**config.mk**
```make
export PLATFORM = sky130hd
export DESIGN_NAME = rmth_ctrl
export DESIGN_NICKNAME = d
export VERILOG_FILES = /design/src/sv/rmth_pkg.sv /design/src/sv/rmth_ctrl.sv
export SDC_FILE = /design/constraint.sdc
export NUM_CORES = 1
export LEC_CHECK = 0
export BUFFER_PORTS_ARGS = -buffer_cell sky130_fd_sc_hd__buf_2
export CAP_MARGIN = 30
export CORE_AREA = 3 3 40 42
export CTS_BUF_LIST = sky130_fd_sc_hd__clkbuf_16
export DETAILED_ROUTE_END_ITERATION = 10
export DIE_AREA = 0 0 43 45
export GPL_TIMING_DRIVEN = 0
export PLACE_DENSITY = 0.7
export SYNTH_ARGS = -nofsm -noshare
export SYNTH_HDL_FRONTEND = slang
export SYNTH_SLANG_ARGS = --single-unit
```
**constraint.sdc**
```tcl
create_clock -name clock -period 2.1 [get_ports clock]
set_input_delay 0.525 -clock clock [delete_from_list [all_inputs] [get_ports clock]]
set_output_delay 0.525 -clock clock [all_outputs]
set_load 0.03 [all_outputs]
```
**src/sv/rmth_pkg.sv**
```systemverilog
// shared types and constants for the running median unit
// no dependencies
package rmth_pkg;

   localparam int MAX_ITEMS_DEF = 1024;
   localparam int SAMPLE_W      = 32;
   localparam int MEDIAN_W      = 33;

   typedef enum logic [3:0] {
      OP_NONE,
      OP_LOAD,
      OP_PUSH_INIT,
      OP_PUSH_STEP,
      OP_POP_TOP,
      OP_POP_LAST,
      OP_POP_SIFT0,
      OP_POP_L,
      OP_POP_R,
      OP_SWITCH,
      OP_MED_READ,
      OP_MED_CALC,
      OP_RSP
   } dp_op_type;

   typedef struct packed {
      dp_op_type op;
   } dp_cmd_type;

   typedef struct packed {
      logic full;
      logic push_done;
      logic l_out;
      logic pop_done_r;
      logic lower_heavy;
      logic upper_heavy;
   } dp_stat_type;

   typedef enum logic [3:0] {
      S_IDLE, S_CHK, S_P0, S_P1, S_BAL, S_D0, S_D1, S_D2, S_D3, S_D4,
      S_SW, S_M0, S_M1, S_OUT
   } state_type;

endpackage

```
**src/sv/rmth_ctrl.sv**
```systemverilog
// controller state machine sequencing inserts, removals and median update
// depends on rmth_pkg
module rmth_ctrl import rmth_pkg::*; (
   input  logic        clock,
   input  logic        reset,
   input  logic        req_tvalid,
   output logic        req_tready,
   output logic        rsp_tvalid,
   input  logic        rsp_tready,
   output dp_cmd_type  cmd,
   input  dp_stat_type stat
);

   state_type state_ff, state_in;
   logic phase_ff, phase_in;
   logic rsp_valid_ff, rsp_valid_in;

   always_ff @(posedge clock) begin
      if (reset) begin
         state_ff     <= S_IDLE;
         phase_ff     <= 1'b0;
         rsp_valid_ff <= 1'b0;
      end else begin
         state_ff     <= state_in;
         phase_ff     <= phase_in;
         rsp_valid_ff <= rsp_valid_in;
      end
   end

   always_comb begin
      state_in = state_ff;
      phase_in = phase_ff;
      rsp_valid_in = rsp_valid_ff && !rsp_tready;
      cmd.op = OP_NONE;
      req_tready = (state_ff == S_IDLE);
      case (state_ff)
         S_IDLE: if (req_tvalid) begin
            cmd.op = OP_LOAD; phase_in = 1'b0; state_in = S_CHK;
         end
         S_CHK: state_in = stat.full ? S_OUT : S_P0;
         S_P0: begin
            cmd.op = OP_PUSH_INIT; state_in = S_P1;
         end
         S_P1: begin
            cmd.op = OP_PUSH_STEP;
            if (stat.push_done) state_in = phase_ff ? S_M0 : S_BAL;
         end
         S_BAL: state_in = (stat.lower_heavy || stat.upper_heavy) ? S_D0 : S_M0;
         S_D0: begin
            cmd.op = OP_POP_TOP; state_in = S_D1;
         end
         S_D1: begin
            cmd.op = OP_POP_LAST; state_in = S_D2;
         end
         S_D2: begin
            cmd.op = OP_POP_SIFT0; state_in = S_D3;
         end
         S_D3: begin
            cmd.op = OP_POP_L;
            state_in = stat.l_out ? S_SW : S_D4;
         end
         S_D4: begin
            cmd.op = OP_POP_R;
            state_in = stat.pop_done_r ? S_SW : S_D3;
         end
         S_SW: begin
            cmd.op = OP_SWITCH; phase_in = 1'b1; state_in = S_P0;
         end
         S_M0: begin
            cmd.op = OP_MED_READ; state_in = S_M1;
         end
         S_M1: begin
            cmd.op = OP_MED_CALC; state_in = S_OUT;
         end
         S_OUT: if (!rsp_valid_ff || rsp_tready) begin
            cmd.op = OP_RSP; rsp_valid_in = 1'b1; state_in = S_IDLE;
         end
         default: state_in = S_IDLE;
      endcase
   end

   assign rsp_tvalid = rsp_valid_ff;

endmodule

```
==> impl_metrics.csv <==
group,metric,value,unit
routing,drc,0,
grt,overflow,0,
routing,viasPerCell,6.284,
critical_path,reg2reg_to,"state_ff[3]",
grt,grt_max_degree,20,
grt,grt_pass1_vias,653,
synthesis,synth_top_cell_by_area,"dfxtp_1",
synthesis,synth_area,599.3,sq um
routing,wl_met3,108,um
synthesis,ys_ff_latch,6,
grt,grt_pass1_wl,2808,um
routing,wl_met1,746,um
routing,vias,729,
final_layout,nFillCells,121,
final_layout,drive_gt1_frac,0.2772,
timing,finalCriticalPeriod,2010,ps
placed_design,port-buffer-count,15,
synthesis,syn_area_per_cell,7.135,sq um
grt,antenna_found_initial,0,
floorplanning,core-area,1285,sq um
power_and_ir_drop,power.static_leakage,0.3389,nW
clocking,clk-insertion-delay-late,230,ps
clocking,numCtsBuffers,3,
floorplanning,dieHeight,45,um
timing,worstMarginPinSlew,417.7,ps
critical_path,setup.worst_path.end,"cmd[1]",
final_layout,fin_util,0.6154,
placed_design,dp_cells,114,
final_layout,finalNonFillerCells,116,
critical_path,regToRegSetupSlack,630,ps
synthesis,synthTopCellsByArea,"dfxtp_1 20%, a21oi_1 5.8%, nor2b_1 5.2%, buf_2 5.0%, nor2_1 4.4%",
power_and_ir_drop,peakVddDrop,0.8239,mV
timing,finalClockSkew,0.9952,ps
critical_path,cp_max_fo,10,
critical_path,ff2ff_path_depth,5,
routing,ant_nets,0,
synthesis,seq_area_frac_synth,0.2004,
power_and_ir_drop,p_per_area,1088,nW/um^2
timing,maxSlewViolCount,0,
placed_design,hpwlAfterDp,1203,um
flow_run,max_cap_violations,0,
run_status,status,"completed",
critical_path,startpoint,"state_ff[3]",
routing,drtIter0Drc,15,
timing,rsz0062_at_grt,"false",
final_layout,syn_to_final_growth,31.94,%
floorplanning,die_x,43,um
synthesis,synth-async-reset-ratio,0,
critical_path,setup.worst_path.class,"reg2out",
clocking,cts_tree,"done",
timing,hold_viol,0,
timing,finalSetupViolations,0,
floorplanning,rows,13,
critical_path,worst_setup_path_start_kind,"flop",
grt,track_usage,0.1923,
routing,drtPass1Iterations,4,
clocking,cts_sinks,6,
final_layout,diodes,0,
clocking,h-tree-depth,1,
timing,finalCritPeriodShare,0.9571,
floorplanning,die_area,1935,sq um
synthesis,syn_nets,94,
critical_path,cp_data_required_time,1570,ps
placed_design,place_congestion,0.8403,
timing,setup_tns,0,ps
clocking,cts_hold_buf,0,
clocking,cts_root_buf,"clkbuf_16",
floorplanning,ios,16,
routing,wl,1679,um
synthesis,yosys_warnings,0,
synthesis,syn_inst,84,
critical_path,critPathArrivalTime,1480,ps
min_path,worstHoldPathType,"in2reg",
critical_path,critPathCaptureType,"output port",
routing,topRoutingLayerUsed,"met4",
timing,fmax,497.5,MHz
clocking,clk_pin_slew,30,ps
clocking,cts_buffer_depth,2,
timing,relSlewSlack,0.7189,
synthesis,synth_edf_count,0,
synthesis,synth.distinct_cells,36,
routing,wl_per_cell,14.47,um
synthesis,synth_top_area_share,0.2004,
clocking,post_cts_buffers,0,
routing,met2_wirelength,775,um
critical_path,r2r-start,"state_ff[0]",
floorplanning,start_util,0.4664,
synthesis,synth_ff_type,"dfxtp_1",
final_layout,nNetsFinal,113,
-- timing repair --
action / CTS / global route
gates resized for setup: 4 / 10
endpoints found under the setup margin: 3 / 3
pin swaps: 0 / 2
-- per-stage QoR --
step	power, mW	cell area (sq um)	setup slack [ps]	hold slack (ps)
finish	0.8603	790.8	90.11	537.1
global route	0.9123	790.8	8.348	548.8
CTS	0.8432	772.0	8.697	525.2
detailed placement	0.5281	693.2	84.33	572.3
global placement	0.5234	693.2	112.5	566.4
floorplan	0.4384	599.3	31.87	528.5
-- cell families after synthesis --
family / count (synthesis) / share of synthesized area
adder cells (fa/ha/maj): 1 / 0.01670
AND/OR/NAND/NOR: 33 / 0.2986
multiplexers: 2 / 0.03340
flip-flops: 6 / 0.2004
buffers and inverters: 11 / 0.09394
AO/OA/AOI/OAI: 31 / 0.3570
-- final cells by class --
class / instances / area (sq um) / share of cell area
Buffer: 7 / 61.31 / 0.07753
Tap cell: 15 / 18.77 / 0.02373
Inverter: 3 / 11.26 / 0.01424
Timing Repair Buffer: 15 / 80.08 / 0.1013
Multi-Input combinational cell: 67 / 422.9 / 0.5348
Clock buffer: 3 / 75.07 / 0.09494
Sequential cell: 6 / 121.4 / 0.1535
-- worst min-delay path by stage --
stage	depth (start not counted)	to	start
3_5_place_dp	2	phase_ff	phase_ff
3_3_place_gp	2	rsp_tvalid	rsp_tvalid
5_1_grt	2	rsp_tvalid	reset
6_report	2	rsp_tvalid	reset
2_1_floorplan	2	phase_ff	phase_ff
4_1_cts	2	rsp_tvalid	reset
-- cell usage in the layout, fill, tap and decap left out, types with 2 or more instances in the layout --
master,Yosys,final
or3_1,2,2
nor2b_1,5,5
buf_6,1,3
a31oi_1,2,2
buf_2,6,14
nand2_1,6,6
nand2b_1,3,3
nor2_1,7,7
dfxtp_1,6,5
inv_1,3,3
o21ai_1,2,3
a31o_2,2,2
o32ai_1,2,2
o21ai_0,5,4
clkbuf_16,0,3
clkbuf_4,0,2
nor3_1,3,3
a21oi_1,7,7
mux2i_1,2,2
buf_4,0,3
o21bai_1,2,2
-- report_power, final --
part           leakage (nW)  switching, mW  internal (mW)
clock                0.0370         0.0591          0.244
combinational         0.253          0.247          0.168
sequential           0.0494         0.0123          0.131
total                 0.339          0.318          0.542
-- cells in the mapped netlist (3+ instances only) --
cell type / n
a21oi_1: 7
buf_2: 6
dfxtp_1: 6
inv_1: 3
nand2_1: 6
nand2b_1: 3
nor2_1: 7
nor2b_1: 5
nor3_1: 3
o21ai_0: 5
-- metal layers --
layer | vias up | GRT usage
met4 | 0 | 0.1446
met5 | - | 0
met1 | 342 | 0.2217
li1 | 345 | -
met3 | 8 | 0.03586
met2 | 34 | 0.3174
-- critical path, cell delays in order (launching register included) --
cell and delay [ps]:
dfxtp_2 340, buf_4 170, buf_6 140, maj3_1 320
o21ai_1 120, buf_4 170
-- sequential cells by signal, indices dropped and copies added, names as in the netlist --
register and count:
state_ff 4, phase_ff 1, rsp_tvalid 1
Power figures use the tool's default switching activity.
